<file path="config.mk">
export PLATFORM = sky130hd
export DESIGN_NAME = conv3_back
export DESIGN_NICKNAME = d
export VERILOG_FILES = /design/src/design/conv3_pkg.sv /design/src/design/conv3_back.sv
export SDC_FILE = /design/constraint.sdc
export NUM_CORES = 2
export LEC_CHECK = 0
export BUFFER_PORTS_ARGS = -buffer_cell sky130_fd_sc_hd__clkbuf_2
export CAP_MARGIN = 20
export CORE_ASPECT_RATIO = 1.1
export CORE_MARGIN = 2
export CORE_UTILIZATION = 67
export CTS_CLUSTER_SIZE = 12
export DETAILED_ROUTE_END_ITERATION = 7
export GPL_ROUTABILITY_DRIVEN = 0
export PLACE_DENSITY = 0.87
export SYNTH_ARGS = -nofsm -noshare
export SYNTH_HDL_FRONTEND = slang
export SYNTH_SLANG_ARGS = --single-unit
</file>
<file path="constraint.sdc">
create_clock -name clk -period 25.3 [get_ports clk]
set_input_delay 1.265 -clock clk [delete_from_list [all_inputs] [get_ports clk]]
set_output_delay 1.265 -clock clk [all_outputs]
set_load 0.02 [all_outputs]
</file>
<file path="src/design/conv3_pkg.sv">
// Shared types, constants and helpers for the 3x3 streaming convolution.
// No dependencies; every module of the block imports this package.
package conv3_pkg;

    // Default geometry limits and queue sizing
    localparam int C3_MAX_WIDTH  = 1024;
    localparam int C3_MAX_HEIGHT = 1024;
    localparam int QUEUE_DEPTH   = 4;
    localparam int QCNT_W        = $clog2(QUEUE_DEPTH + 1);

    // Configuration register map
    typedef enum logic [2:0] {
        REG_IMAGE_WIDTH   = 3'd0,
        REG_IMAGE_HEIGHT  = 3'd1,
        REG_KERNEL_TOP    = 3'd2,
        REG_KERNEL_MIDDLE = 3'd3,
        REG_KERNEL_BOTTOM = 3'd4
    } cfg_reg_t;

    localparam logic [10:0] RST_IMAGE_WIDTH  = 11'd640;
    localparam logic [10:0] RST_IMAGE_HEIGHT = 11'd480;
    localparam logic [23:0] RST_KERNEL_ROW   = 24'hFF0001;

    // One interior pixel's work: the 3x3 window (row-major, top row first)
    // and the position tags that travel with it
    typedef struct packed {
        logic [8:0][7:0] win;
        logic [9:0]      row;
        logic [9:0]      col;
        logic            last;
    } cv_item_t;

    // Signed coefficient j of a packed kernel row (left coefficient in low byte)
    function automatic logic signed [7:0] kernel_coef(input logic [23:0] krow,
                                                      input int unsigned j);
        kernel_coef = signed'(krow[8*j +: 8]);
    endfunction

endpackage

</file>
<file path="src/design/conv3_back.sv">
// Back end: nine kernel products, sum, clamp and the output register.
// Depends on conv3_pkg for the item type and coefficient extraction.
module conv3_back
    import conv3_pkg::*;
(
    input  logic        clk,
    input  logic        rst_n,
    input  logic        q_valid,
    input  cv_item_t    q_item,
    output logic        pop,
    input  logic [23:0] kernel_top,
    input  logic [23:0] kernel_middle,
    input  logic [23:0] kernel_bottom,
    output logic        out_valid,
    input  logic        out_ready,
    output logic [7:0]  value,
    output logic [9:0]  out_row,
    output logic [9:0]  out_col,
    output logic        last
);

    logic [2:0][23:0]        krows;
    logic signed [16:0]      prod_next [9];
    logic signed [16:0]      prod_reg  [9];
    logic                    s1_valid_reg;
    logic [9:0]              s1_row_reg;
    logic [9:0]              s1_col_reg;
    logic                    s1_last_reg;
    logic                    out_valid_reg;
    logic [7:0]              value_reg;
    logic [9:0]              row_reg;
    logic [9:0]              col_reg;
    logic                    last_reg;
    logic                    out_free;
    logic                    s1_take;
    logic signed [20:0]      rsum [3];
    logic signed [20:0]      total;
    logic [7:0]              clamped;

    assign krows = {kernel_bottom, kernel_middle, kernel_top};

    // Stage handshake: each stage moves when the one after it has room
    assign out_free = !out_valid_reg || out_ready;
    assign s1_take  = !s1_valid_reg || out_free;
    assign pop      = q_valid && s1_take;

    // Products of pixel and coefficient
    always_comb
    begin
        for (int i = 0; i < 3; i++)
        begin
            for (int j = 0; j < 3; j++)
            begin
                prod_next[i*3+j] = signed'({1'b0, q_item.win[i*3+j]})
                                 * kernel_coef(krows[i], j);
            end
        end
    end

    // Row sums, total and clamp to 0..255
    always_comb
    begin
        for (int i = 0; i < 3; i++)
        begin
            rsum[i] = 21'(prod_reg[i*3]) + 21'(prod_reg[i*3+1]) + 21'(prod_reg[i*3+2]);
        end
        total = rsum[0] + rsum[1] + rsum[2];
        if (total < 0)
            clamped = 8'd0;
        else if (total > 21'sd255)
            clamped = 8'd255;
        else
            clamped = total[7:0];
    end

    // Payload registers
    always_ff @(posedge clk)
    begin
        if (pop)
        begin
            for (int k = 0; k < 9; k++)
            begin
                prod_reg[k] <= prod_next[k];
            end
            s1_row_reg  <= q_item.row;
            s1_col_reg  <= q_item.col;
            s1_last_reg <= q_item.last;
        end
        if (s1_valid_reg && out_free)
        begin
            value_reg <= clamped;
            row_reg   <= s1_row_reg;
            col_reg   <= s1_col_reg;
            last_reg  <= s1_last_reg;
        end
    end

    // Stage valids
    always_ff @(posedge clk or negedge rst_n)
    begin
        if (!rst_n)
        begin
            s1_valid_reg  <= 1'b0;
            out_valid_reg <= 1'b0;
        end
        else
        begin
            if (s1_take)
            begin
                s1_valid_reg <= pop;
            end
            if (out_free)
            begin
                out_valid_reg <= s1_valid_reg;
            end
        end
    end

    assign out_valid = out_valid_reg;
    assign value     = value_reg;
    assign out_row   = row_reg;
    assign out_col   = col_reg;
    assign last      = last_reg;

    // A popped item always lands in the product stage
    assert property (@(posedge clk) disable iff (!rst_n)
        pop |=> s1_valid_reg)
        else $error("popped item dropped");

endmodule

</file>
Word level (Yosys, flattened, before mapping):

Memory sizes are Yosys's and may differ from the RTL's.
Cells that the tools add are included.

* bits in registers: 52
* bits in latches: 0
* memory bits (writable): 153
* ROM bits: 0
* input bits: 169
* output and inout bits: 31
* logic and storage cells: 38
* memories kept: 1

Memory list
* prod_reg: words 9, bits a word 17, rd ports 9, clocked after Yosys merged registers in 0, wr ports 9, line conv3_back.sv:24 `logic signed [16:0] prod_reg [9];`

* add/sub/neg operators: 8
* multiply operators: 9
* divide/modulo/power cells: 0
* magnitude comparators: 2
* eq/ne operators: 0
* shifts and indexed selects: 0
* multiplexer cells: 3
* bitwise logic cells: 0
* reductions and logical operators: 6

Operators with widths (count)
* $mul 9x8->17: 9
* $add 18x17->19: 3
* $add 17x17->18: 3
* $add 20x19->21: 1
* $gt 21x9->1 const B: 1
* $lt 21x1->1 const B: 1
* $add 19x19->20: 1
* $mux 8: 1
* $logic_and 1x1->1: 2
* $logic_not 1->1: 2
* $logic_or 1x1->1: 2
* $mux 1: 2

Depth between registers and ports, before layout:

* depth after elaboration: 6
* depth in mapped cells: 17
* mapped depth without buffers: 17

Least setup slack after synthesis:

No wires, ideal clock.

* path kind: input -> output
* from: input out_ready
* to: output pop
* arrival time: 14.273 ns
* required time: 24.035 ns
* path slack: 9.762 ns
* cell stages on the path: 2
* buffers on the path: 0
* cells stage by stage: nor2b_1 > a21boi_0

* word-level cells in the longest chain between the ends: 3

Ends and longest elaborated chain
* start: declaration: line conv3_back.sv:15 `input logic out_ready,`
* $logic_or 1x1->1: line conv3_back.sv:43 `assign out_free = !out_valid_reg || out_ready;`
* $logic_or 1x1->1: line conv3_back.sv:44 `assign s1_take = !s1_valid_reg || out_free;`
* $logic_and 1x1->1: line conv3_back.sv:45 `assign pop = q_valid && s1_take;`
* end: declaration: line conv3_back.sv:10 `output logic pop,`

No other way between the ends.

==> metrics.md <==
| Metric | Value |
|---|---|
| H-tree Lvls | 1 |
| Diodes inserted | 0 |
| Placed cell areas | 0.03155 mm2 |
| Nets@finish | ~4200 |
| Syn Nets | slightly below 4000 |
| Post-synth top flop | edfxtp_1 |
| Largest net degree at the start of global routing | around 150 |
| Vias in the first global route | 22727 |
| Count leader, synth | inv_1 |
| # rows | about 80 |
| Die W | between 200 and 250 um |
| Top post-synthesis cells by count | inv_1 (669), fa_1 (455), ha_1 (408) |
| Worst path required time | roughly 26000 ps |
| Critical-path top delay cell | fa_1 |
| Post-synth EDFFs | roughly 200 |
| Die area | roughly 0.046 mm2 |
| Area fraction of the dominant cell type after synthesis | 0.3055 |
| Final worst slack | between 15000 and 20000 ps |
| CTS tree | yes |
| Compound-cell area share of the yosys netlist | 0.05468 |
| Drt drc | 0 |
| Largest family of logic cells by synthesized area | adder cells |
| Vias per cell | ~5.6 |
| Final Setup Violations | 0 |
| Multiplexer share of the synthesized area | 0.0006714 |
| Clock Tree Buf Depth | 3 |
| Drt initial violations | 1516 |
| Gate Count Post-Synth | approximately 2900 |
| Hold buffer count at CTS | 0 |
| Die height | approximately 230 um |
| Critical path capture point type | flop |
| Post-route cell area | between 0.03 and 0.04 mm2 |
| Post-CTS Setup Inserts | 0 |
| Final WL | ~66 mm |
| CTS buffer count | 22 |
| Fmax | approximately 0.18 GHz |
| Synth Register Bits | just over 200 |
| WS Path Type | reg -> reg |
| Worst hold margin | about 420 ps |
| Crit path max fanout | 8 |
| Post-CTS Resized | 0 |
| Place WS | approximately 20000 ps |
| First-pass GRT wire length | 109.7 mm |
| Core footprint | 0.04419 mm2 |
| Yosys top cell by area | fa_1 |
| Total iterations of the first detailed-routing run | 6 |
| Worst Clk Skew | approximately 19 ps |
| Clk_lat worst skew | between 500 and 600 ps |
| CP Data Arrival Time | around 5800 ps |
| Syn. warnings | 0 |
| TNS Setup | 0 ps |
| Cell breakdown of the critical path | fa_1, fa_1, fa_1, inv_1, fa_1, inv_1, ha_1, fa_1, a211o_1, a21oi_4, a211oi_1, o41ai_1, nor4b_4, a31oi_1 |
| Setup crit start kind | flop |
| Synth Area in Simple Gates | 0.1449 |
| Area Overhead vs Synth | 7.940% |
| Initial Utilization | 0.6748 |
| I/O pin cnt | 200 |
| Total grt overflow | 0 |
| Rel. slew slack | 0.4637 |
| Share of cells above drive strength 1 | 0.08084 |
| Clock slew at reported path FFs | about 60 ps |
| Port Buf Inserts | between 150 and 200 |
| XOR/XNOR share of the synthesized area | 0.03143 |
| Routed via count | around 21000 |
| Fin crit share | 0.2186 |
| Most frequent CP cell | fa_1 |
| Worst slew pin tran | 804.4 ps |
| Min Tclk post-route | around 5500 ps |
| CTS root buf | clkbuf_16 |
| Syn Area/Cell | 10.25 um2 |
| Slew Limit Fails | 0 |
| CP max stage delay | approximately 600 ps |
| GRT Overall Usage | 0.3005 |
| Max Cap Viol | 0 |
| Async SR Flop Fraction | 0.009756 |
| Synthesized area | around 0.030 mm2 |
| Area contributors post-synth | fa_1 (31%), edfxtp_1 (20%), ha_1 (17%) |
| Antenna violations before repair | 0 |
| Adder-cell share of the synthesized area | 0.4767 |
| Worst min path class | reg -> reg |
| Antenna Nets Post-Route | 0 |
| Final hold vios | 0 |
| Cell variety after synth | 66 |
| Drt wl/cell | 17.79 um |
| Number of clock sinks | 205 |
| RSZ-0062 raised after global routing | no |
| Post-DP HPWL | 55.71 mm |
| Seq/Total Area, Yosys | 0.2061 |
| Status | completed |
| Max FFs per register | 153 |
==> worst max-delay path: cells and delay by family, from the launching register on <==
| kind | cells | cell delay, ps |
|---|---|---|
| adders and majority gates | 6 | 2800 |
| AOI/OAI and AO/OA | 5 | 1380 |
| and+or+nand+nor | 1 | 490 |
| DFF | 1 | 460 |
| buffers and inverters | 2 | 110 |
==> worst paths after layout <==
kind | to | slack, ps | startpoint | cells after the start
setup reg to reg | value[7]$_SDFFCE_PN0P_ | 19770 | prod_reg[0][121]$_DFFE_PP_ | 14
hold reg to reg | out_col[6]$_DFFE_PP_ | 420 | s1_col_reg[6]$_DFFE_PP_ | 0
hold / removal | out_col[6]$_DFFE_PP_ | 420 | s1_col_reg[6]$_DFFE_PP_ | 0
max in group asynchronous | s1_valid_reg$_DFFE_PN0N_ | 24680 | rst_n | 1
min in group asynchronous | out_valid$_DFFE_PN0P_ | 520 | rst_n | 1
setup / recovery | value[7]$_SDFFCE_PN0P_ | 19770 | prod_reg[0][121]$_DFFE_PP_ | 14
==> cell families after synthesis <==
family,Yosys count
buffers and inverters,673
multiplexers,2
AO/OA/AOI/OAI,222
adder cells (fa/ha/maj),863
XOR/XNOR,107
flip-flops,205
AND/OR/NAND/NOR,836
==> metal layers <==
metal	up-vias	part of all wire	wire length [um]	track usage
li1	9614	-	-	-
met1	10488	0.37	24330	0.3536
met2	710	0.54	35660	0.5629
met3	189	0.046	3057	0.02603
met4	0	0.048	3167	0.1223
met5	-	0	0	0
==> cells in the final DEF, fill, tap and decap left out, types with 24 or more instances in the layout <==
cell	instances
nor2_1	123
fa_1	455
xnor2_1	89
clkbuf_2	199
nand2b_1	55
nor3_1	32
nand2_1	236
ha_1	408
nor2b_1	24
inv_1	669
and2_1	312
a21oi_1	47
edfxtp_1	203
==> metrics by stage <==
step	std cells	util
after CTS	3723	0.7283
after global placement	3687	0.7139
after floorplan	2908	-
after detailed placement	3687	0.7139
final	3723	0.7283
after global routing	3723	0.7283
==> final cells by class <==
class / count / area, um2
multi-input combinational: 2030 / 21130
fill: 2961 / 12000
sequential: 205 / 6146
inverter: 669 / 2511
timing repair buffer: 202 / 1031
tap: 581 / 726.9
clock buffer: 31 / 594.3
clock inverter: 5 / 42.54
Power is not shown: default switching activity piles up to over one toggle a cycle in this logic, so the estimate is an artifact.
