### src/design/conv3_pkg.sv
// Shared types, constants and helpers for the 3x3 streaming convolution.
// No dependencies; every module of the block imports this package.
package conv3_pkg;

    // Default geometry limits and queue sizing
    localparam int C3_MAX_WIDTH  = 1024;
    localparam int C3_MAX_HEIGHT = 1024;
    localparam int QUEUE_DEPTH   = 4;
    localparam int QCNT_W        = $clog2(QUEUE_DEPTH + 1);

    // Configuration register map
    typedef enum logic [2:0] {
        REG_IMAGE_WIDTH   = 3'd0,
        REG_IMAGE_HEIGHT  = 3'd1,
        REG_KERNEL_TOP    = 3'd2,
        REG_KERNEL_MIDDLE = 3'd3,
        REG_KERNEL_BOTTOM = 3'd4
    } cfg_reg_t;

    localparam logic [10:0] RST_IMAGE_WIDTH  = 11'd640;
    localparam logic [10:0] RST_IMAGE_HEIGHT = 11'd480;
    localparam logic [23:0] RST_KERNEL_ROW   = 24'hFF0001;

    // One interior pixel's work: the 3x3 window (row-major, top row first)
    // and the position tags that travel with it
    typedef struct packed {
        logic [8:0][7:0] win;
        logic [9:0]      row;
        logic [9:0]      col;
        logic            last;
    } cv_item_t;

    // Signed coefficient j of a packed kernel row (left coefficient in low byte)
    function automatic logic signed [7:0] kernel_coef(input logic [23:0] krow,
                                                      input int unsigned j);
        kernel_coef = signed'(krow[8*j +: 8]);
    endfunction

endpackage

### src/design/conv3_queue.sv
// Short FIFO of window items between the front end and the back end.
// Depends on conv3_pkg for the item type.
module conv3_queue
    import conv3_pkg::*;
#(
    parameter int DEPTH = QUEUE_DEPTH
) (
    input  logic                       clk,
    input  logic                       rst_n,
    input  logic                       push,
    input  cv_item_t                   push_item,
    input  logic                       pop,
    output logic                       q_valid,
    output cv_item_t                   q_item,
    output logic [$clog2(DEPTH+1)-1:0] count
);

    localparam int PW = $clog2(DEPTH);
    localparam int CNW = $clog2(DEPTH + 1);

    cv_item_t          store [DEPTH];
    logic [PW-1:0]     wr_ptr_reg;
    logic [PW-1:0]     rd_ptr_reg;
    logic [CNW-1:0]    count_reg;
    logic              do_push;
    logic              do_pop;

    assign do_push = push;
    assign do_pop  = pop && (count_reg != '0);
    assign q_valid = count_reg != '0;
    assign q_item  = store[rd_ptr_reg];
    assign count   = count_reg;

    // Storage
    always_ff @(posedge clk)
    begin
        if (do_push)
        begin
            store[wr_ptr_reg] <= push_item;
        end
    end

    // Pointers and fill count
    always_ff @(posedge clk or negedge rst_n)
    begin
        if (!rst_n)
        begin
            wr_ptr_reg <= '0;
            rd_ptr_reg <= '0;
            count_reg  <= '0;
        end
        else
        begin
            if (do_push)
            begin
                wr_ptr_reg <= (32'(wr_ptr_reg) == DEPTH - 1) ? '0 : wr_ptr_reg + PW'(1);
            end
            if (do_pop)
            begin
                rd_ptr_reg <= (32'(rd_ptr_reg) == DEPTH - 1) ? '0 : rd_ptr_reg + PW'(1);
            end
            if (do_push && !do_pop)
                count_reg <= count_reg + CNW'(1);
            else if (do_pop && !do_push)
                count_reg <= count_reg - CNW'(1);
        end
    end

    // Overflow and underflow checks
    assert property (@(posedge clk) disable iff (!rst_n)
        push |-> (count_reg != CNW'(DEPTH)))
        else $error("push into full queue");

    assert property (@(posedge clk) disable iff (!rst_n)
        pop |-> (count_reg != '0))
        else $error("pop from empty queue");

endmodule

### config.mk
export PLATFORM = sky130hd
export DESIGN_NAME = conv3_queue
export DESIGN_NICKNAME = d
export VERILOG_FILES = /design/src/design/conv3_pkg.sv /design/src/design/conv3_queue.sv
export SDC_FILE = /design/constraint.sdc
export NUM_CORES = 1
export LEC_CHECK = 0
export BUFFER_PORTS_ARGS = -buffer_cell sky130_fd_sc_hd__buf_4
export CORE_AREA = 2 2 168 170
export CTS_CLUSTER_SIZE = 28
export DETAILED_ROUTE_END_ITERATION = 8
export DIE_AREA = 0 0 170 172
export PLACE_DENSITY = 0.75
export SLEW_MARGIN = 20
export SYNTH_ARGS = -nofsm -noshare
export SYNTH_HDL_FRONTEND = slang
export SYNTH_SLANG_ARGS = --single-unit
export TNS_END_PERCENT = 5
### constraint.sdc
create_clock -name clk -period 3 [get_ports clk]
set_input_delay 0.6 -clock clk [delete_from_list [all_inputs] [get_ports clk]]
set_output_delay 0.6 -clock clk [all_outputs]
set_load 0.02 [all_outputs]
# After elaboration in Yosys (flattened, before gate mapping)
# Memories as Yosys holds them, arrays and structs flattened.
# Cells that the tools add are included.
# word_totals
ff_bits	7
mem_bits_rw	372
out_inout_bits	97
mem_count	1
# mem_list
memory	words	width	rd	rd_ports_with_merged_regs	wr	line	source
store	4	93	1	0	1	conv3_queue.sv:21	cv_item_t store [DEPTH];
# classes
add_sub_neg	4
eq_ne	2
n_mux	6
n_reduce_logical	7
# op_table
op	count
$mux W3	2
$add A2 B1 Y2 const B	2
$eq A2 B2 Y1 const B	2
$mux W2	2
$add A3 B1 Y3 const B	1
$logic_and A1 B1 Y1	3
$reduce_bool A3 Y1	1
$sub A3 B1 Y3 const B	1
$logic_not A1 Y1	2
$mux W1	2
$reduce_bool A2 Y1	1

# Logic depth before layout (Yosys ltp)
# Gate-level depths: netlist (run 1).
# logic_depth
word_depth	5
ltp_mapped	8

# Worst setup path after synthesis (run 1)
# OpenSTA, ideal clock, no wires.
# synth_path
kind	register to register
from	register wr_ptr_reg[0]
to	memory store[0][0] in the netlist's numbering (enable)
setup_time_ns	0.462
arrival_time_ns	2.778
required_time_ns	2.538
slack_ns	-0.240
path_stages_with_launch	4
n_path_buf	0
period_less_slack_ns	3.240
cell_sequence	dfrtp_1 -> inv_1 -> ha_1 -> and2_1
# synth_rtl
element	line	source
start: declaration	conv3_queue.sv:22	logic [PW-1:0] wr_ptr_reg;
start signal: assignment	conv3_queue.sv:56	wr_ptr_reg <= (32'(wr_ptr_reg) == DEPTH - 1) ? '0 : wr_ptr_reg + PW'(1);
end: declaration	conv3_queue.sv:21	
# Straight into the memory's write port.

==> metrics.md, run 1 <==
| Metric | Value |
|---|---|
| Syn avg cell area | 26.58 µm² |
| Worst-Skew Late Latency | 0.51 ns |
| Synth unique cells | 20 |
| WHS | 0.2857 ns |
| Initial DRC count | 392 |
| CTS clk-pin slew, worst paths | 0.06 ns |
| Post-DP HPWL | 15.24 mm |
| Syn Nets | 626 |
| Total power | 17.26 mW |
| PortBufs | 193 |
| Met2 global-route usage | 29.69% |
| Sink Count | 379 |
| Met1 Resource Use GR | 22.94% |
| Crit path DAT | 2.21 ns |
| Vias post-DR | 6,236 |
| Yosys reg bits | 379 |
| Max Slew Vio Count | 0 |
| Avg WL per Cell | 22.73 µm |
| Die ar. | 29,240 µm² |
| Nets | 855 |
| Register area share after synthesis | 81.78% |
| Die Wd | 170 µm |
| First-pass DRT Iterations | 6 |
| Top-area cell type share of the netlist area | 80.52% |
| Die height | 172 µm |
| Initial antenna violation count | 1 |
| Fin cells | 1,126 |
| Setup bufs post-CTS | 0 |
| Fillers | 1,843 |
| Tcrit/Tclk final | 93.67% |
| Status | finished clean |
| Post-DP Area | 15,800 µm² |
| Area contributors post-synth | edfxtp_1 81%, mux4_2 15%, dfrtp_1 1.3% |
| Final hold viol count | 0 |
| Hold Crit Class | in -> reg |
| Cell area after synthesis | 13,870 µm² |
| Worst-path fanout max | 60 |
| Cells after Synth | 522 |
| Max Fclk | 355.8 MHz |
| Area taken by multi-input logic gates | 2323 µm² |
| Core ar. | 27,480 µm² |
| CP Class | reg -> out |
| Worst path required time | 2.40 ns |
| Num CTS Buffers | 40 |
| Fin Clk Skew | 0.009190 ns |
| Flip-flop count of the largest register after layout | 372 |
| GRT Util Overall | 17.53% |
| Biggest area consumer among synthesized cells | edfxtp_1 |
| Remaining global-route overflow | 0 |
| Vias in the first global route | 6,705 |
| Area Growth Syn to Fin | 22.86% |
| Drt drc | 0 |
| MaxCap Viol Count | 0 |
| Setup TNS | 0 ns |
| Maximum vdd drop | 753.3 µV |
| Core Rows | 61 |
| Grt peak-use layer | met2 |
| Crit path time final | 2.810 ns |
| Worst Tran Pin Value | 0.5354 ns |
| ANT nets after route | 0 |
| Global-route wire length before repair | 38.34 mm |
| CP startpoint kind | register |
| Endpoint class of the critical path | output pin |
| Largest net degree at the start of global routing | 64 |
| YS warnings | 0 |
| GP Congestion | 0.7138 |
| CTS tree | done |
| Power Density | 1013 nW/µm² |
| Vias per cell | 5.538 |
| Initial Util | 50.49% |
| CTS Root Buffer Type | clkbuf_16 |
| Leakage power figure | 5.837 nW |
| Placed cells | 1,054 |
| Drt total wl | 25.60 mm |
| Unrepaired setup endpoints after global routing | false |
| Setup violations, final | 0 |
| CTS max path bufs | 3 |
| H-tree Lvls | 2 |
| Relative slew slack | 64.31% |
| Io pins | 194 |
| Flip-flop and latch area | 11,350 µm² |
| Most frequent cells in the layout | 372 x edfxtp_1, 197 x buf_4, 93 x mux4_2, 41 x clkbuf_16 |
| Post-layout instance area | 17,050 µm² |
| Most common cell after layout, fill and taps aside | edfxtp_1 |
| Layout cells sized above 1 | 46.60% |
| M3 GR Usage | 4.349% |
[area by class of cell]
type                            instances  share of cell area (%)
Sequential cell                       379                   66.61
Multi-Input combinational cell        119                   13.63
Timing Repair Buffer                  208                   9.910
Clock buffer                           49                   6.313
Tap cell                              346                   2.540
Clock inverter                         21                  0.9176
Inverter                                3                 0.06606
Antenna cell                            1                 0.01468
[power by group]
| group | leakage (nW) | internal (mW) | switching [mW] |
|---|---|---|---|
| logic | 1.75 | 2.60 | 2.98 |
| registers | 3.50 | 6.79 | 0.301 |
| clock network | 0.591 | 2.71 | 1.87 |
| total | 5.84 | 12.1 | 5.15 |
[timing repair]
| action | in CTS | in global routing |
|---|---|---|
| endpoints found under the hold margin | 7 | 0 |
| hold buffers | 1 | 0 |
| resized for setup | 0 | 0 |
[critical path, cell delays in order (launching register included)]
cell and delay [ns]:
dfrtp_4 0.44, buf_12 0.40, mux4_2 0.61, buf_4 0.18
[stage by stage]
step                      utilization [%]  setup slack [ns]
after global routing                62.03           0.08766
after CTS                           62.03            0.1348
after floorplan                         -           -0.2396
after detailed placement            57.50            0.6915
after global placement              57.50            0.7106
final                               62.04            0.1898
[Yosys cell counts (all sizes together)]
| master | instances |
|---|---|
| fa | 1 |
| o21ai | 2 |
| mux2 | 3 |
| nand2 | 3 |
| xnor2 | 1 |
| edfxtp | 372 |
| buf | 21 |
| mux4 | 93 |
| inv | 3 |
| xor2 | 2 |
| or3 | 1 |
| nor2 | 3 |
| ha | 6 |
| and2 | 4 |
| dfrtp | 7 |
[kinds of logic (layout without fill, tap and decap cells)]
family	count (synthesis)	after routing	share of synthesized area [%]
DFF	379	379	81.78
adders and majority gates	7	7	0.6854
and+or+nand+nor	11	11	0.3878
AOI/OAI and AO/OA	2	2	0.07215
muxes	96	96	15.34
xor gates and xnor gates	3	3	0.1894
other	0	1	0
buffers and inverters	24	281	1.542
[path summary, 6_finish.rpt]
check	startpoint	endpoint	slack [ns]	cells after the start
worst max-delay path	rd_ptr_reg[0]$_DFFE_PN0P_	q_item[25]	0.19	3
worst min-delay path	push_item[63]	store[2][63]$_DFFE_PP_	0.29	1
worst max register to register	count[0]$_DFFE_PN0P_	count[2]$_DFFE_PN0P_	0.79	8
worst min register to register	count[2]$_DFFE_PN0P_	count[2]$_DFFE_PN0P_	0.51	1
max in group asynchronous	rst_n	rd_ptr_reg[1]$_DFFE_PN0P_	2.42	2
min in group asynchronous	rst_n	count[2]$_DFFE_PN0P_	0.43	2
[routing by layer]
metal  part of all wire [%]  up-vias
met1                     41     3288
met5                      0        -
met3                    6.7       41
li1                       -     2709
met4                    2.0        0
met2                     51      198
(Power assumes the default switching activity.)
==> inputs of run 2 (changes only) <==
Settings changed: CORE_AREA 2 2 168 170 to 2 2 154 156, DIE_AREA 0 0 170 172 to 0 0 156 158, PLACE_DENSITY 0.75 to 0.83.
Clock period 3 ns to 3.3 ns, I/O delays scaled along.
==> metrics.md, run 2 (same netlist as run 1, synthesis figures left out) <==
| Metric | Value |
|---|---|
| Core ar. | 23,050 µm² (-16%) |
| Nets | 854 (-0.12%) |
| Power Density | 917.9 nW/µm² (-9.4%) |
| CTS clk-pin slew, worst paths | 0.06 ns (about the same) |
| Max Fclk | 321.2 MHz |
| Worst path required time | 2.64 ns (+0.24 ns) |
| R2R cell count | 8 (unchanged) |
| Die Wd | 156 µm (-8.2%) |
| WHS | 0.3518 ns (+0.06607 ns) |
| Hold Crit Depth | 1 (unchanged) |
| CP startpoint kind | register |
| First-pass DRT Iterations | 4 (-2) |
| Switch share | 29.62% (-0.23 points) |
| Worst-Skew Late Latency | 0.51 ns (about the same) |
| P_sw | 4.588 mW (-11%) |
| Setup TNS | 0 ns (unchanged) |
| CTS max path bufs | 3 (unchanged) |
| Crit path DAT | 2.45 ns (+0.24 ns) |
| P_int | 10.90 mW (-10%) |
| Placed cells | 1,000 (-5.1%) |
| Worst r2r src | count[0]$_DFFE_PN0P_ |
| Final worst slack | 0.1871 ns (-0.002729 ns) |
| ANT cells | 0 (-1) |
| Setup violations, final | 0 (unchanged) |
| Setup bufs post-CTS | 0 (unchanged) |
| Avg WL per Cell | 23.60 µm (+3.8%) |
| CTS Root Buffer Type | clkbuf_16 |
| Crit path time final | 3.113 ns |
| CTS tree | done |
| Fillers | 1,230 (-33%) |
| Total power | 15.49 mW (-10%) |
| Worst Tran Pin Value | 0.7262 ns (+0.1908 ns) |
| Worst Hold Path EP | store[3][71]$_DFFE_PP_ |
| Comb power frac | 32.0% (-0.4 points) |
| Sink Count | 379 (unchanged) |
| Num CTS Buffers | 37 (-7.5%) |
| Post-DP HPWL | 15.71 mm (+3.1%) |
| Initial Util | 60.18% (+9.7 points) |
| Relative slew slack | 51.59% (-13 points) |
| Vias post-DR | 6,179 (-0.91%) |
| Endpoint class of the critical path | output pin |
| Hold path start | push_item[71] |
| H-tree Lvls | 2 (unchanged) |
| Maximum vdd drop | 653.1 µV (-13%) |
| Clock power share | 25.5% (-1.1 points) |
| Leakage power figure | 5.808 nW (-0.51%) |
| PortBufs | 193 (unchanged) |
| Initial DRC count | 345 (-12%) |
| Post-layout instance area | 16,880 µm² (-0.99%) |
| Drt total wl | 25.11 mm (-1.9%) |
| Post-DP Area | 15,720 µm² (-0.51%) |
| Largest net degree at the start of global routing | 47 (-27%) |
| Initial antenna violation count | 1 (unchanged) |
| Hold Crit Class | in -> reg |
| Remaining global-route overflow | 0 (unchanged) |
| Status | finished clean |
| Vias per cell | 5.807 (+4.9%) |
| CP Class | reg -> out |
| CP Launch Point | rd_ptr_reg[0]$_DFFE_PN0P_ |
| Dpl ws | 0.6664 ns (-0.02506 ns) |
| Final core utilization | 73.21% (+11 points) |
| Max Slew Vio Count | 0 (unchanged) |
| Layout cells sized above 1 | 46.12% (-0.47 points) |
| ANT nets after route | 0 (unchanged) |
| RR Endpoint | count[2]$_DFFE_PN0P_ |
| Global-route wire length before repair | 38.25 mm (-0.25%) |
| Most common cell after layout, fill and taps aside | edfxtp_1 |
| Area Growth Syn to Fin | 21.65% |
| GP Congestion | 0.7280 (+2.0%) |
| Flip-flop count of the largest register after layout | 372 (unchanged) |
| Worst-path fanout max | 34 (-43%) |
| Unrepaired setup endpoints after global routing | false |
| Fin cells | 1,064 (-5.5%) |
| Worst reg2reg setup slack | 1.12 ns (+0.33 ns) |
| Share of power burned in registers | 42.5% (+1.4 points) |
| GRT Util Overall | 20.86% (+3.3 points) |
| Final hold viol count | 0 (unchanged) |
| Die height | 158 µm (-8.1%) |
| MaxCap Viol Count | 0 (unchanged) |
| Tcrit/Tclk final | 94.33% |
| Most frequent cells in the layout | 372 x edfxtp_1, 201 x buf_4, 93 x mux4_2, 39 x clkbuf_16, 9 x clkbuf_1 |
| Fin Clk Skew | 0.01146 ns (+0.002274 ns) |
| Drt drc | 0 (unchanged) |
| Vias in the first global route | 6,801 (+1.4%) |
| Io pins | 194 (unchanged) |
| Core Rows | 56 (-8.2%) |
| Die ar. | 24,650 µm² (-16%) |
-- run 2: area by class of cell --
| cell class | count | area (µm²) | area share, % |
|---|---|---|---|
| Timing Repair Buffer | 210 | 1679 | 9.950 |
| Sequential cell | 379 | 11350 | 67.27 |
| Tap cell | 290 | 362.8 | 2.150 |
| Clock buffer | 50 | 1037 | 6.146 |
| Inverter | 3 | 11.26 | 0.06673 |
| Clock inverter | 13 | 108.9 | 0.6450 |
| Multi-Input combinational cell | 119 | 2323 | 13.77 |
-- run 2: power by group through the flow --
stage / registers, mW / clock network (mW) / logic [mW]
2_1_floorplan: 6.48 / 0 / 3.38
3_3_place_gp: 6.63 / 0 / 4.92
3_5_place_dp: 6.70 / 0 / 5.01
4_1_cts: 6.60 / 4.03 / 5.05
5_1_grt: 6.67 / 4.21 / 5.27
6_report: 6.58 / 3.95 / 4.95
-- run 2: what timing repair did --
item | in CTS | in global routing
resized for setup | 0 | 0
hold buffers | 1 | 0
endpoints found under the setup margin | 0 | 0
endpoints found under the hold margin | 7 | 0
-- run 2: how the worst max path moves through the flow --
stage | end | slack, ns | cells after the start
floorplan | store[0][0]$_DFFE_PP_ | 0.03 | 1
global placement | q_item[43] | 0.68 | 3
detailed placement | q_item[43] | 0.67 | 3
CTS | q_item[43] | 0.11 | 3
global route | q_item[43] | 0.01 | 3
finish | q_item[43] | 0.19 | 3
-- run 2: per-layer routing --
| metal | share of wire [%] | vias to the layer above | GRT usage, % |
|---|---|---|---|
| met5 | 0.052 | - | 0 |
| met4 | 1.9 | 2 | 5.330 |
| met3 | 7.6 | 36 | 6.378 |
| met2 | 53 | 214 | 36.49 |
| met1 | 37 | 3226 | 25.79 |
| li1 | - | 2701 | - |
-- run 2: worst max-delay path: stages (launching register included) --
cell and delay [ns]:
dfrtp_4 0.88, buf_12 0.30, mux4_2 0.55, buf_4 0.18
==> inputs of run 3 (changes only) <==
==> constraint.sdc (replaced) <==
create_clock -name clk -period 3.3 [get_ports clk]
set_input_delay 0.66 -clock clk [delete_from_list [all_inputs] [get_ports clk]]
set_output_delay 0.66 -clock clk [all_outputs]
set_load 0.01 [all_outputs]
==> metrics.md, run 3 (same netlist as run 1, synthesis figures left out) <==
| Metric | Value |
|---|---|
| GP Congestion | 0.7604 (+4.5%) |
| Remaining global-route overflow | 0 (unchanged) |
| Vias in the first global route | 6,676 (-1.8%) |
| Crit path time final | 3.004 ns (-0.1087 ns) |
| Setup bufs post-CTS | 0 (unchanged) |
| H-tree Lvls | 2 (unchanged) |
| Vias post-DR | 6,277 (+1.6%) |
| Drt drc | 0 (unchanged) |
| Nets | 850 (-0.47%) |
| ANT cells | 0 (unchanged) |
| Maximum vdd drop | 613.2 µV (-6.1%) |
| Worst r2r src | count[0]$_DFFE_PN0P_ |
| Avg WL per Cell | 24.21 µm (+2.6%) |
| Most frequent cells in the layout | 372 x edfxtp_1, 198 x buf_4, 93 x mux4_2, 39 x clkbuf_16, 16 x clkbuf_1 |
| Max Slew Vio Count | 0 (unchanged) |
| Relative slew slack | 49.20% (-2.4 points) |
| Vias per cell | 5.894 (+1.5%) |
| MaxCap Viol Count | 0 (unchanged) |
| Hold Crit Depth | 1 (unchanged) |
| Setup violations, final | 0 (unchanged) |
| CTS tree | done |
| Placed cells | 996 (-0.40%) |
| Initial DRC count | 487 (+41%) |
| PortBufs | 193 (unchanged) |
| Worst-path fanout max | 50 (+47%) |
| Fillers | 1,246 (+1.3%) |
| Worst reg2reg setup slack | 1.13 ns (about the same) |
| Largest net degree at the start of global routing | 57 (+21%) |
| Final worst slack | 0.2957 ns (+0.1087 ns) |
| GRT Util Overall | 21.20% (+0.34 points) |
| Fin cells | 1,065 (+0.094%) |
| Unrepaired setup endpoints after global routing | false |
| Core Rows | 56 (unchanged) |
| Max Fclk | 332.9 MHz (+3.6%) |
| CTS Root Buffer Type | clkbuf_16 |
| Worst-Skew Late Latency | 0.51 ns (about the same) |
| Fin Clk Skew | 0.01137 ns (-0.00008990 ns) |
| Endpoint class of the critical path | output pin |
| Area Growth Syn to Fin | 21.65% (unchanged) |
| Final hold viol count | 0 (unchanged) |
| Cts hold-fix bufs | 1 (unchanged) |
| CP startpoint kind | register |
| Power Density | 890.1 nW/µm² (-3.0%) |
| WHS | 0.3463 ns (-0.005410 ns) |
| Setup TNS | 0 ns (unchanged) |
| Core ar. | 23,050 µm² (unchanged) |
| Worst path required time | 2.64 ns (about the same) |
| CP Class | reg -> out |
| Layout cells sized above 1 | 45.94% (-0.19 points) |
| Die Wd | 156 µm (unchanged) |
| Sink Count | 379 (unchanged) |
| Hold path start | push_item[24] |
| Leakage power figure | 5.803 nW (about the same) |
| Post-DP HPWL | 15.37 mm (-2.2%) |
| Hold Crit Class | in -> reg |
| Initial Util | 60.18% (unchanged) |
| Die height | 158 µm (unchanged) |
| Flip-flop count of the largest register after layout | 372 (unchanged) |
| Io pins | 194 (unchanged) |
| Crit path DAT | 2.34 ns (-0.11 ns) |
| Die ar. | 24,650 µm² (unchanged) |
| Drt total wl | 25.79 mm (+2.7%) |
| Tcrit/Tclk final | 91.04% (-3.3 points) |
| Status | finished clean |
| CTS max path bufs | 3 (unchanged) |
| First-pass DRT Iterations | 7 (+3) |
| R2R cell count | 8 (unchanged) |
| Dpl ws | 0.8164 ns (+0.1500 ns) |
| Most common cell after layout, fill and taps aside | edfxtp_1 |
| Worst Hold Path EP | store[3][24]$_DFFE_PP_ |
| Initial antenna violation count | 1 (unchanged) |
| ANT nets after route | 0 (unchanged) |
| Worst Tran Pin Value | 0.7620 ns (+0.03579 ns) |
| Num CTS Buffers | 37 (unchanged) |
| Global-route wire length before repair | 38.70 mm (+1.2%) |
| RR Endpoint | count[2]$_DFFE_PN0P_ |
| CTS clk-pin slew, worst paths | 0.06 ns (about the same) |
| Post-CTS Resized | 0 (unchanged) |
run 3: cell count changes in the layout (fill, tap and decap cells not counted), sizes merged:
cell and change:
clkinv -3, bufinv +1, buf -4, clkbuf +6, inv +1
run 3: through the flow:
stage | util, % | area, µm² | power, mW
detailed placement | 68.01 | 15680 | 11.07
CTS | 73.21 | 16880 | 15.20
finish | 73.21 | 16880 | 15.02
floorplan | - | 13870 | 9.258
global route | 73.21 | 16880 | 15.65
global placement | 68.01 | 15680 | 10.92
run 3: worst max-delay path by stage:
| stage | start | endpoint | slack [ns] | cells after the start |
|---|---|---|---|---|
| after detailed placement | rd_ptr_reg[1]$_DFFE_PN0P_ | q_item[77] | 0.82 | 3 |
| after global placement | rd_ptr_reg[1]$_DFFE_PN0P_ | q_item[65] | 0.85 | 3 |
| after floorplan | push | store[0][0]$_DFFE_PP_ | 0.03 | 1 |
| final | rd_ptr_reg[1]$_DFFE_PN0P_ | q_item[64] | 0.30 | 3 |
| after global routing | rd_ptr_reg[1]$_DFFE_PN0P_ | q_item[60] | 0.18 | 3 |
| after CTS | rd_ptr_reg[1]$_DFFE_PN0P_ | q_item[56] | 0.26 | 3 |
run 3: critical path, stage by stage (launching register included):
cell and delay (ns):
dfrtp_4 0.92, buf_4 0.38, mux4_2 0.35, buf_4 0.16
run 3: layer usage:
metal | routed length [µm] | up-vias | track usage, %
met2 | 13120 | 246 | 35.04
met5 | 10 | - | 0
li1 | - | 2697 | -
met4 | 491 | 2 | 5.461
met1 | 10120 | 3292 | 28.63
met3 | 2048 | 40 | 5.858
run 3: where the power goes:
group / switching (mW) / internal (mW)
clock network: 1.65 / 2.44
registers: 0.350 / 6.18
logic: 2.08 / 2.32
run 3: area by class of cell:
| cell class | count | area [µm²] | area share [%] |
|---|---|---|---|
| clock buffers | 56 | 1050 | 6.220 |
| clock inverters | 12 | 138.9 | 0.8230 |
| repair buffers | 206 | 1637 | 9.698 |
| inverters | 3 | 11.26 | 0.06673 |
| multi-input cells | 119 | 2323 | 13.77 |
| flip-flops and latches | 379 | 11350 | 67.27 |
| well taps | 290 | 362.8 | 2.150 |
